## src/hw/rtl/wscfr_pkg.sv

```systemverilog
// Shared types and constants of the WebSocket control-frame responder.
`default_nettype none
package wscfr_pkg;

   localparam int unsigned LEN_W  = 25;
   localparam int unsigned BEAT_W = 4;

   localparam logic [3:0] OP_CLOSE = 4'h8;
   localparam logic [3:0] OP_PING  = 4'h9;
   localparam logic [3:0] OP_PONG  = 4'hA;
   localparam logic [3:0] HDR_FIN  = 4'h8;

   localparam logic [6:0] LEN_EXT16 = 7'd126;
   localparam logic [6:0] LEN_EXT64 = 7'd127;

   localparam logic [LEN_W-1:0] MAX_PAYLOAD_RESET = 25'd16777216;

   localparam logic [BEAT_W-1:0] LAST_SINGLE = 4'd0;
   localparam logic [BEAT_W-1:0] LAST_SHORT  = 4'd1;
   localparam logic [BEAT_W-1:0] LAST_MID    = 4'd3;
   localparam logic [BEAT_W-1:0] LAST_LONG   = 4'd9;

   typedef enum logic [1:0] {
      LINK_OPEN    = 2'd0,
      LINK_CLOSED  = 2'd1,
      LINK_DROPPED = 2'd2
   } link_type;

   typedef enum logic [1:0] {
      K_NONE = 2'd0,
      K_BYTE = 2'd1,
      K_HDR  = 2'd2
   } kind_type;

   typedef enum logic [5:0] {
      PH_HDR0 = 6'b000001,
      PH_HDR1 = 6'b000010,
      PH_EXT  = 6'b000100,
      PH_MASK = 6'b001000,
      PH_PAY  = 6'b010000,
      PH_DEAD = 6'b100000
   } phase_type;

   // One command per received byte: what the back end must send for it.
   typedef struct packed {
      kind_type         kind;
      logic [7:0]       data;
      logic [LEN_W-1:0] len;
      link_type         link_end;
   } cmd_type;

endpackage
`default_nettype wire

```

## src/hw/rtl/websocket_control_frame_responder_top.sv

```systemverilog
// Top level of the WebSocket control-frame responder.
`default_nettype none
// Takes one received byte per beat on the request side (push/full) and gives
// result beats on the response side (empty/pop). Every byte yields at least one
// beat; the byte that completes a ping or close header yields the echo header,
// two, four or ten beats, and an echoed payload byte yields one. The parser
// takes a byte every cycle while the command queue (QUEUE_DEPTH entries) has
// room; the sequencer sends one beat per cycle while pop is high, so a header
// burst holds the request side back only once the queue fills. A byte's first
// beat passes the queue, working and output registers. csr_max_payload is
// taken whenever csr_valid is high and applies to headers completed afterwards.
module websocket_control_frame_responder_top #(
   parameter int unsigned QUEUE_DEPTH = 4
) (
   input  wire logic                           clock,
   input  wire logic                           reset,
   input  wire logic                           push,
   output logic                                full,
   input  wire logic [7:0]                     req_rx_byte,
   output logic                                empty,
   input  wire logic                           pop,
   output logic                                rsp_tx_valid,
   output logic [7:0]                          rsp_tx_byte,
   output logic                                rsp_tx_last,
   output logic [1:0]                          rsp_link_end,
   input  wire logic                           csr_valid,
   output logic                                csr_ready,
   input  wire logic [wscfr_pkg::LEN_W-1:0]    csr_max_payload
);
   import wscfr_pkg::*;

   cmd_type  front_cmd;
   cmd_type  q_head;
   logic     q_nonempty;
   logic     q_pop;
   logic     in_fire;

   assign csr_ready = 1'b1;
   assign in_fire   = push && !full;

   wscfr_front u_front (
      .clock           (clock),
      .reset           (reset),
      .csr_valid       (csr_valid),
      .csr_max_payload (csr_max_payload),
      .in_fire         (in_fire),
      .rx_byte         (req_rx_byte),
      .cmd             (front_cmd)
   );

   wscfr_queue #(
      .DEPTH (QUEUE_DEPTH)
   ) u_queue (
      .clock      (clock),
      .reset      (reset),
      .push_i     (in_fire),
      .din        (front_cmd),
      .pop_i      (q_pop),
      .dout       (q_head),
      .full_o     (full),
      .nonempty_o (q_nonempty)
   );

   wscfr_back u_back (
      .clock        (clock),
      .reset        (reset),
      .q_head       (q_head),
      .q_valid      (q_nonempty),
      .q_pop        (q_pop),
      .pop          (pop),
      .empty        (empty),
      .rsp_tx_valid (rsp_tx_valid),
      .rsp_tx_byte  (rsp_tx_byte),
      .rsp_tx_last  (rsp_tx_last),
      .rsp_link_end (rsp_link_end)
   );

endmodule
`default_nettype wire

```

## src/hw/rtl/wscfr_front.sv

```systemverilog
// Frame header parser and payload unmasker: turns each received byte into a command.
`default_nettype none
module wscfr_front (
   input  wire logic                           clock,
   input  wire logic                           reset,
   input  wire logic                           csr_valid,
   input  wire logic [wscfr_pkg::LEN_W-1:0]    csr_max_payload,
   input  wire logic                           in_fire,
   input  wire logic [7:0]                     rx_byte,
   output wscfr_pkg::cmd_type                  cmd
);
   import wscfr_pkg::*;

   phase_type          phase_ff, phase_in;
   link_type           link_ff, link_in;
   logic [LEN_W-1:0]   max_ff, max_in;
   logic [3:0]         op_ff, op_in;
   logic               masked_ff, masked_in;
   logic [3:0]         ext_ff, ext_in;
   logic [LEN_W-1:0]   len_ff, len_in;
   logic               big_ff, big_in;
   logic [31:0]        key_ff, key_in;
   logic [LEN_W-1:0]   left_ff, left_in;
   logic [1:0]         midx_ff, midx_in;

   logic               hd_req;
   logic [LEN_W-1:0]   hd_len;
   logic               hd_big;
   logic               echo;
   logic [7:0]         key_byte;
   logic [7:0]         pay_byte;

   assign echo = (op_ff == OP_PING) || (op_ff == OP_CLOSE);

   always_comb begin
      unique case (midx_ff)
         2'd0:    key_byte = key_ff[31:24];
         2'd1:    key_byte = key_ff[23:16];
         2'd2:    key_byte = key_ff[15:8];
         default: key_byte = key_ff[7:0];
      endcase
      pay_byte = masked_ff ? (rx_byte ^ key_byte) : rx_byte;
   end

   always_comb begin
      phase_in  = phase_ff;
      link_in   = link_ff;
      max_in    = csr_valid ? csr_max_payload : max_ff;
      op_in     = op_ff;
      masked_in = masked_ff;
      ext_in    = ext_ff;
      len_in    = len_ff;
      big_in    = big_ff;
      key_in    = key_ff;
      left_in   = left_ff;
      midx_in   = midx_ff;
      hd_req    = 1'b0;
      hd_len    = len_ff;
      hd_big    = big_ff;
      cmd       = '0;
      cmd.kind  = K_NONE;

      if (in_fire) begin
         unique case (phase_ff)
            PH_HDR0: begin
               op_in    = rx_byte[3:0];
               phase_in = PH_HDR1;
            end
            PH_HDR1: begin
               masked_in = rx_byte[7];
               big_in    = 1'b0;
               if (rx_byte[6:0] == LEN_EXT16) begin
                  len_in   = '0;
                  ext_in   = 4'd2;
                  phase_in = PH_EXT;
               end else if (rx_byte[6:0] == LEN_EXT64) begin
                  len_in   = '0;
                  ext_in   = 4'd8;
                  phase_in = PH_EXT;
               end else begin
                  len_in = {{(LEN_W-7){1'b0}}, rx_byte[6:0]};
                  if (rx_byte[7]) begin
                     ext_in   = 4'd4;
                     phase_in = PH_MASK;
                  end else begin
                     hd_req = 1'b1;
                     hd_len = len_in;
                     hd_big = 1'b0;
                  end
               end
            end
            PH_EXT: begin
               // Keep the low bits exactly and fold anything above them into a sticky flag.
               len_in = {len_ff[LEN_W-9:0], rx_byte};
               big_in = big_ff | (len_ff[LEN_W-1:LEN_W-8] != 8'd0);
               ext_in = ext_ff - 4'd1;
               if (ext_ff == 4'd1) begin
                  if (masked_ff) begin
                     ext_in   = 4'd4;
                     phase_in = PH_MASK;
                  end else begin
                     hd_req = 1'b1;
                     hd_len = len_in;
                     hd_big = big_in;
                  end
               end
            end
            PH_MASK: begin
               key_in = {key_ff[23:0], rx_byte};
               ext_in = ext_ff - 4'd1;
               if (ext_ff == 4'd1) begin
                  hd_req = 1'b1;
               end
            end
            PH_PAY: begin
               midx_in = midx_ff + 2'd1;
               if (echo) begin
                  cmd.kind = K_BYTE;
                  cmd.data = pay_byte;
               end
               left_in = left_ff - 1'b1;
               if (left_ff == {{(LEN_W-1){1'b0}}, 1'b1}) begin
                  if (op_ff == OP_CLOSE) begin
                     link_in  = LINK_CLOSED;
                     phase_in = PH_DEAD;
                  end else begin
                     phase_in = PH_HDR0;
                  end
               end
            end
            PH_DEAD: begin
            end
            default: begin
               phase_in = PH_DEAD;
            end
         endcase

         if (hd_req) begin
            if (hd_big || (hd_len > max_ff)) begin
               link_in  = LINK_DROPPED;
               phase_in = PH_DEAD;
            end else begin
               left_in = hd_len;
               midx_in = 2'd0;
               if (echo) begin
                  cmd.kind = K_HDR;
                  cmd.data = {HDR_FIN, (op_ff == OP_PING) ? OP_PONG : OP_CLOSE};
                  cmd.len  = hd_len;
               end
               if (hd_len == '0) begin
                  if (op_ff == OP_CLOSE) begin
                     link_in  = LINK_CLOSED;
                     phase_in = PH_DEAD;
                  end else begin
                     phase_in = PH_HDR0;
                  end
               end else begin
                  phase_in = PH_PAY;
               end
            end
         end
      end
      cmd.link_end = link_in;
   end

   always_ff @(posedge clock) begin
      if (reset) begin
         phase_ff  <= PH_HDR0;
         link_ff   <= LINK_OPEN;
         max_ff    <= MAX_PAYLOAD_RESET;
         op_ff     <= 4'd0;
         masked_ff <= 1'b0;
         ext_ff    <= 4'd0;
         left_ff   <= '0;
         midx_ff   <= 2'd0;
      end else begin
         phase_ff  <= phase_in;
         link_ff   <= link_in;
         max_ff    <= max_in;
         op_ff     <= op_in;
         masked_ff <= masked_in;
         ext_ff    <= ext_in;
         left_ff   <= left_in;
         midx_ff   <= midx_in;
      end
   end

   always_ff @(posedge clock) begin
      len_ff <= len_in;
      big_ff <= big_in;
      key_ff <= key_in;
   end

   a_link_sticky: assert property (@(posedge clock) disable iff (reset)
      (link_ff != LINK_OPEN) |=> (link_ff == $past(link_ff)))
      else $error("link end state changed after the link ended");

   a_dead_when_ended: assert property (@(posedge clock) disable iff (reset)
      (link_ff != LINK_OPEN) |-> (phase_ff == PH_DEAD))
      else $error("parser still active on an ended link");

endmodule
`default_nettype wire

```

## src/hw/rtl/wscfr_queue.sv

```systemverilog
// Short command queue between the parser and the transmit sequencer.
`default_nettype none
module wscfr_queue #(
   parameter int unsigned DEPTH = 4
) (
   input  wire logic                clock,
   input  wire logic                reset,
   input  wire logic                push_i,
   input  wire wscfr_pkg::cmd_type  din,
   input  wire logic                pop_i,
   output wscfr_pkg::cmd_type       dout,
   output logic                     full_o,
   output logic                     nonempty_o
);
   import wscfr_pkg::*;

   localparam int unsigned PTR_W = (DEPTH > 1) ? $clog2(DEPTH) : 1;
   localparam int unsigned CNT_W = $clog2(DEPTH + 1);
   localparam logic [PTR_W-1:0] PTR_LAST = PTR_W'(DEPTH - 1);
   localparam logic [CNT_W-1:0] CNT_FULL = CNT_W'(DEPTH);

   cmd_type           mem_ff [DEPTH];
   logic [PTR_W-1:0]  wr_ff, wr_in;
   logic [PTR_W-1:0]  rd_ff, rd_in;
   logic [CNT_W-1:0]  count_ff, count_in;
   logic              do_push;
   logic              do_pop;

   assign full_o     = (count_ff == CNT_FULL);
   assign nonempty_o = (count_ff != '0);
   assign dout       = mem_ff[rd_ff];
   assign do_push    = push_i && !full_o;
   assign do_pop     = pop_i && nonempty_o;

   always_comb begin
      wr_in    = wr_ff;
      rd_in    = rd_ff;
      count_in = count_ff;
      if (do_push) begin
         wr_in = (wr_ff == PTR_LAST) ? '0 : wr_ff + 1'b1;
      end
      if (do_pop) begin
         rd_in = (rd_ff == PTR_LAST) ? '0 : rd_ff + 1'b1;
      end
      if (do_push && !do_pop) begin
         count_in = count_ff + 1'b1;
      end else if (do_pop && !do_push) begin
         count_in = count_ff - 1'b1;
      end
   end

   always_ff @(posedge clock) begin
      if (reset) begin
         wr_ff    <= '0;
         rd_ff    <= '0;
         count_ff <= '0;
      end else begin
         wr_ff    <= wr_in;
         rd_ff    <= rd_in;
         count_ff <= count_in;
      end
   end

   always_ff @(posedge clock) begin
      if (do_push) begin
         mem_ff[wr_ff] <= din;
      end
   end

   a_count_bound: assert property (@(posedge clock) disable iff (reset)
      count_ff <= CNT_FULL)
      else $error("command queue count beyond its depth");

   a_no_push_full: assert property (@(posedge clock) disable iff (reset)
      full_o |-> !push_i)
      else $error("command pushed into a full queue");

endmodule
`default_nettype wire

```

## src/hw/rtl/wscfr_back.sv

```systemverilog
// Transmit sequencer: expands commands into result beats behind an output register.
`default_nettype none
module wscfr_back (
   input  wire logic                       clock,
   input  wire logic                       reset,
   input  wire wscfr_pkg::cmd_type         q_head,
   input  wire logic                       q_valid,
   output logic                            q_pop,
   input  wire logic                       pop,
   output logic                            empty,
   output logic                            rsp_tx_valid,
   output logic [7:0]                      rsp_tx_byte,
   output logic                            rsp_tx_last,
   output logic [1:0]                      rsp_link_end
);
   import wscfr_pkg::*;

   logic                w_valid_ff, w_valid_in;
   cmd_type             w_cmd_ff, w_cmd_in;
   logic [BEAT_W-1:0]   w_idx_ff, w_idx_in;

   logic                o_valid_ff, o_valid_in;
   logic                o_txv_ff, o_txv_in;
   logic [7:0]          o_byte_ff, o_byte_in;
   logic                o_last_ff, o_last_in;
   link_type            o_link_ff, o_link_in;

   logic [BEAT_W-1:0]   last_idx;
   logic [7:0]          beat_byte;
   logic                load_out;
   logic                beat_last;
   logic                w_free;
   logic                len_short;
   logic                len_mid;

   assign len_short = (w_cmd_ff.len < LEN_W'(126));
   assign len_mid   = (w_cmd_ff.len[LEN_W-1:16] == '0);

   always_comb begin
      last_idx  = LAST_SINGLE;
      beat_byte = 8'd0;
      unique case (w_cmd_ff.kind)
         K_BYTE: begin
            beat_byte = w_cmd_ff.data;
         end
         K_HDR: begin
            priority if (len_short) begin
               last_idx = LAST_SHORT;
            end else if (len_mid) begin
               last_idx = LAST_MID;
            end else begin
               last_idx = LAST_LONG;
            end
            // Length goes out big-endian in the shortest form that holds it.
            priority if (w_idx_ff == 4'd0) begin
               beat_byte = w_cmd_ff.data;
            end else if (len_short) begin
               beat_byte = w_cmd_ff.len[7:0];
            end else if (len_mid) begin
               unique case (w_idx_ff)
                  4'd1:    beat_byte = {1'b0, LEN_EXT16};
                  4'd2:    beat_byte = w_cmd_ff.len[15:8];
                  default: beat_byte = w_cmd_ff.len[7:0];
               endcase
            end else begin
               unique case (w_idx_ff)
                  4'd1:    beat_byte = {1'b0, LEN_EXT64};
                  4'd6:    beat_byte = {7'd0, w_cmd_ff.len[24]};
                  4'd7:    beat_byte = w_cmd_ff.len[23:16];
                  4'd8:    beat_byte = w_cmd_ff.len[15:8];
                  4'd9:    beat_byte = w_cmd_ff.len[7:0];
                  default: beat_byte = 8'd0;
               endcase
            end
         end
         default: begin
            beat_byte = 8'd0;
         end
      endcase
   end

   assign load_out  = w_valid_ff && (!o_valid_ff || pop);
   assign beat_last = (w_idx_ff == last_idx);
   assign w_free    = !w_valid_ff || (load_out && beat_last);
   assign q_pop     = q_valid && w_free;

   always_comb begin
      w_valid_in = w_valid_ff;
      w_cmd_in   = w_cmd_ff;
      w_idx_in   = w_idx_ff;
      if (q_pop) begin
         w_valid_in = 1'b1;
         w_cmd_in   = q_head;
         w_idx_in   = '0;
      end else if (load_out && beat_last) begin
         w_valid_in = 1'b0;
      end else if (load_out) begin
         w_idx_in = w_idx_ff + 1'b1;
      end

      o_valid_in = o_valid_ff;
      o_txv_in   = o_txv_ff;
      o_byte_in  = o_byte_ff;
      o_last_in  = o_last_ff;
      o_link_in  = o_link_ff;
      if (load_out) begin
         o_valid_in = 1'b1;
         o_txv_in   = (w_cmd_ff.kind != K_NONE);
         o_byte_in  = beat_byte;
         o_last_in  = beat_last;
         o_link_in  = w_cmd_ff.link_end;
      end else if (pop) begin
         o_valid_in = 1'b0;
      end
   end

   always_ff @(posedge clock) begin
      if (reset) begin
         w_valid_ff <= 1'b0;
         w_idx_ff   <= '0;
         o_valid_ff <= 1'b0;
      end else begin
         w_valid_ff <= w_valid_in;
         w_idx_ff   <= w_idx_in;
         o_valid_ff <= o_valid_in;
      end
   end

   always_ff @(posedge clock) begin
      w_cmd_ff  <= w_cmd_in;
      o_txv_ff  <= o_txv_in;
      o_byte_ff <= o_byte_in;
      o_last_ff <= o_last_in;
      o_link_ff <= o_link_in;
   end

   assign empty        = !o_valid_ff;
   assign rsp_tx_valid = o_txv_ff;
   assign rsp_tx_byte  = o_byte_ff;
   assign rsp_tx_last  = o_last_ff;
   assign rsp_link_end = o_link_ff;

   a_idle_beat_last: assert property (@(posedge clock) disable iff (reset)
      (o_valid_ff && !o_txv_ff) |-> (o_last_ff && (o_byte_ff == 8'd0)))
      else $error("idle beat not marked as the final beat");

   a_idx_bound: assert property (@(posedge clock) disable iff (reset)
      w_valid_ff |-> (w_idx_ff <= last_idx))
      else $error("beat index ran past the command's last beat");

endmodule
`default_nettype wire
```

## config.mk

```make
export PLATFORM = sky130hd
export DESIGN_NAME = websocket_control_frame_responder_top
export DESIGN_NICKNAME = d
export VERILOG_FILES = /design/src/hw/rtl/wscfr_pkg.sv /design/src/hw/rtl/websocket_control_frame_responder_top.sv /design/src/hw/rtl/wscfr_front.sv /design/src/hw/rtl/wscfr_queue.sv /design/src/hw/rtl/wscfr_back.sv
export SDC_FILE = /design/constraint.sdc
export NUM_CORES = 1
export LEC_CHECK = 0
export BUFFER_PORTS_ARGS = -buffer_cell sky130_fd_sc_hd__buf_2
export CAP_MARGIN = 25
export CORE_UTILIZATION = 50
export DETAILED_ROUTE_END_ITERATION = 12
export PLACE_DENSITY = 0.66
export RECOVER_POWER = 25
export REMOVE_ABC_BUFFERS = 1
export SETUP_SLACK_MARGIN = 0.2
export SKIP_LAST_GASP = 1
export SYNTH_ARGS = -nofsm -noshare
export SYNTH_HDL_FRONTEND = slang
export SYNTH_SLANG_ARGS = --single-unit
```

## constraint.sdc

```tcl
create_clock -name clock -period 11.5 [get_ports clock]
set_input_delay 1.725 -clock clock [delete_from_list [all_inputs] [get_ports clock]]
set_output_delay 1.725 -clock clock [all_outputs]
set_load 0.02 [all_outputs]
```

==> impl_metrics.yaml <==
power:
  intPower_mw: 2.46
  seqPwrFrac_pct: 47.6
  netSwitchingPower_mw: 0.936
  powerDensity_mw_per_mm2: 198
  clkPwrFrac_pct: 33.4
  total_power_mw: 3.40
  p_leak_nw: 6.13
  peakVddDrop_mv: 0.154
  power_frac_comb_pct: 19.0
  swShare_pct: 27.6
drt:
  dr.pass1.iters: 7
  num_vias: 10300
  drt_drc_violations_left: 0
  vias_per_cell: 6.02
  drt_wl_total_um: 34600
  wl_per_cell_um: 20.2
  drt.antenna.violating_nets: 0
  first_iter_violations: 694
run_status:
  failed_checks: "capacitance limit, slew limit"
  status: "finished, violations left"
sta:
  rsz0062_at_grt: "false"
  tightest_slew_ps: 3170
  finalHoldViolCount: 0
  fin_skew_ps: 18.2
  setup_viol: 0
  slew_headroom_pct: -112
  period_needed_ps: 7420
  fmax_ghz: 0.135
  setup-tns-final_ps: 0
  period_share_pct: 64.5
  slew_viol_final: 144
clock_network:
  h-tree-depth: 2
  numClockSinks: 337
  tritoncts: "yes"
  path_clk_slew_ps: 60
  root_buffer: "clkbuf_16"
  insertion_delay_ps: 510
  cts_buffers: 36
  post_cts_buffers: 0
  ctsLongestPathBuffers: 3
  hold_buffers: 0
  cts_resized: 0
placement:
  numPortBuffers: 51
  gp_congestion: 0.883
  place_hpwl_um: 23500
floorplanning:
  dieHeight_um: 178
  io_pins: 53
  num_rows: 63
  die_w_um: 178
  coreArea_sq_mm: 0.0300
  die_area_sq_mm: 0.0316
  initial_core_util_pct: 51.4
worst_setup_path:
  cp.arrival_ps: 7660
  cp.required_ps: 11750
  crit_path_max_incr_delay_ps: 1540
  slowest_stage: "nor3b_1"
  path_class: "flip-flop to flip-flop"
  path_cells: "nor3b_1, nand2_1, nor3_2, nor2_1, or2_2, a22oi_1, inv_1, ha_1, nand4_1, nor2_1, o21ai_0, a211o_1, a21oi_1, nor2_2, buf_4, nand3_1, inv_1, and2_1"
  critPathLaunchType: "flip-flop"
  cp_max_fo: 32
  crit_path_end_kind: "flip-flop"
cells_and_area:
  antenna_cells: 0
  syn2layout_area_growth_pct: 11.5
  layout.nets: 1377
  layout-drive-gt1-share_pct: 13.1
logic_synthesis:
  synth_flop_cell: "edfxtp_1"
  synthCells: 1251
  ys_warn_count: 0
  ys_seq_elements: 337
  synth_edf_count: 255
  async_reset_ff_share_pct: 0
  synth-seq-area-share_pct: 60.3
  syn_avg_cell_area_sq_um: 12.3
  syn_area_sq_mm: 0.0154
  synthDistinctLibCells: 76
global_route:
  gr-total-overflow: 0
  grt_pass1_wl_um: 54100
  grt_usage_pct: 22.3
  grt_antenna_before_repair: 0
  grt_max_degree: 51
  grt_pass1_vias: 9900
run:
  cap_viol_max_count: 4
min_path:
  hp-class: "flip-flop to flip-flop"
## synthesized netlist by cell type, types with 8 or more instances
cell	n	area (sq um)
a22o_1	12	105
or2_2	9	56.3
mux4_2	37	833
o21ai_0	47	235
and3_1	22	138
a222oi_1	8	80.1
nor2b_1	11	68.8
o32ai_1	10	87.6
a21o_1	10	75.1
a22oi_1	16	120
xor2_1	9	78.8
nand4_1	14	87.6
clkbuf_1	44	165
nand3_1	22	110
o22ai_1	13	81.3
nor2_1	118	443
a21oi_1	68	340
a221oi_1	8	70.1
and2_1	27	169
or3_1	12	75.1
nand2_1	66	248
edfxtp_1	255	7660
a31oi_1	9	56.3
nor3_1	28	140
ha_1	46	576
mux2i_1	33	330
inv_1	76	285
buf_1	13	48.8
dfxtp_1	82	1640
nor3b_1	9	67.6
nor4_1	17	106
## worst paths after layout
| kind | startpoint | to | slack, ps | cells past startpoint |
|---|---|---|---|---|
| worst max-delay path | u_front.phase_ff[2] | u_queue.mem_ff[1][19] | 4080 | 18 |
| worst min-delay path | u_back.w_cmd_ff[0] | u_back.rsp_link_end[0] | 420 | 0 |
| worst min register to register | u_back.w_cmd_ff[0] | u_back.rsp_link_end[0] | 420 | 0 |
| worst max register to register | u_front.phase_ff[2] | u_queue.mem_ff[1][19] | 4080 | 18 |
## cell families after synthesis
kind of cell	synth area share [%]
simple gates	12.6
buf+inv	3.54
fa+ha+maj	3.93
mux	7.54
xor+xnor	0.795
compound gates	11.3
flops	60.3
other cells	0.0243
## layout by cell type, fill, tap and decap left out, drive strengths merged, types with 11 or more instances in the layout
master  netlist  routed
or2          12      12
inv          76      78
mux4         37      37
a22o         12      12
a21oi        68      68
clkbuf       44      56
nor2b        11      11
clkinv        1      17
o22ai        13      13
nor2        118     118
nand3        22      22
mux2i        33      33
ha           46      46
o21ai        47      47
dfxtp        82      82
nand2        66      66
and2         27      27
nor3         31      31
edfxtp      255     255
a22oi        16      16
buf          21      56
nor4         17      17
or3          12      12
nor3b        11      11
nand4        15      15
and3         22      22
## sequential cells by signal, indices dropped and copies added (netlist names)
name / count
u_queue.wr_ff: 2
u_queue.mem_ff: 148
u_queue.rd_ff: 2
u_front.len_ff: 25
u_back.rsp_tx_last: 1
u_front.masked_ff: 1
u_back.rsp_tx_byte: 8
u_front.max_ff: 25
u_front.phase_ff: 6
u_front.link_ff: 2
u_queue.count_ff: 3
u_back.w_valid_ff: 1
u_front.op_ff: 4
u_back.w_idx_ff: 4
u_back.o_valid_ff: 1
u_front.big_ff: 1
u_front.midx_ff: 2
u_front.left_ff: 25
u_back.w_cmd_ff: 37
u_back.rsp_link_end: 2
u_front.key_ff: 32
u_front.ext_ff: 4
u_back.rsp_tx_valid: 1
## worst max-delay path, delay by kind of cell (launching register included)
kind	cells	cell delay, ps
AOI/OAI and AO/OA	4	880
DFF	1	440
adders and majority gates	1	300
buffers and inverters	3	740
and+or+nand+nor	10	4760
## cell type report
cell class	instances	area [sq um]
inverters	77	289
well taps	390	488
multi-input cells	772	5590
repair buffers	68	373
clock buffers	44	972
clock inverters	22	186
fillers	2449	12800
flip-flops and latches	337	9300
## per-stage QoR
stage          hold slack [ps]  area [sq um]  instances  utilization [%]  setup slack, ps
4_1_cts                    421         17200       1709             57.3             5010
3_3_place_gp               409         16100       1643             53.5             4610
2_1_floorplan              400         15200       1186                -             4640
6_report                   421         17200       1710             57.3             4080
3_5_place_dp               413         16100       1643             53.5             4480
5_1_grt                    451         17200       1710             57.3             3760
## per-layer routing
layer  vias up  share of wire [%]  routed length [um]  track usage (%)
li1       4816                  -                   -                -
met1      5007                 45               15400             30.9
met2       375                 46               15800             34.9
met3        88                5.7                1980             3.56
met4         0                3.9                1340             9.29
met5         -                  0                   0                0
## power groups by stage
stage | clock, mW | sequential (mW) | combinational [mW]
after global routing | 1.20 | 1.63 | 0.712
after detailed placement | 0 | 1.64 | 0.643
after global placement | 0 | 1.64 | 0.639
final | 1.13 | 1.62 | 0.646
after floorplan | 0 | 1.66 | 0.408
after CTS | 1.16 | 1.62 | 0.648
Note: power is estimated with default switching activity, not from simulation.
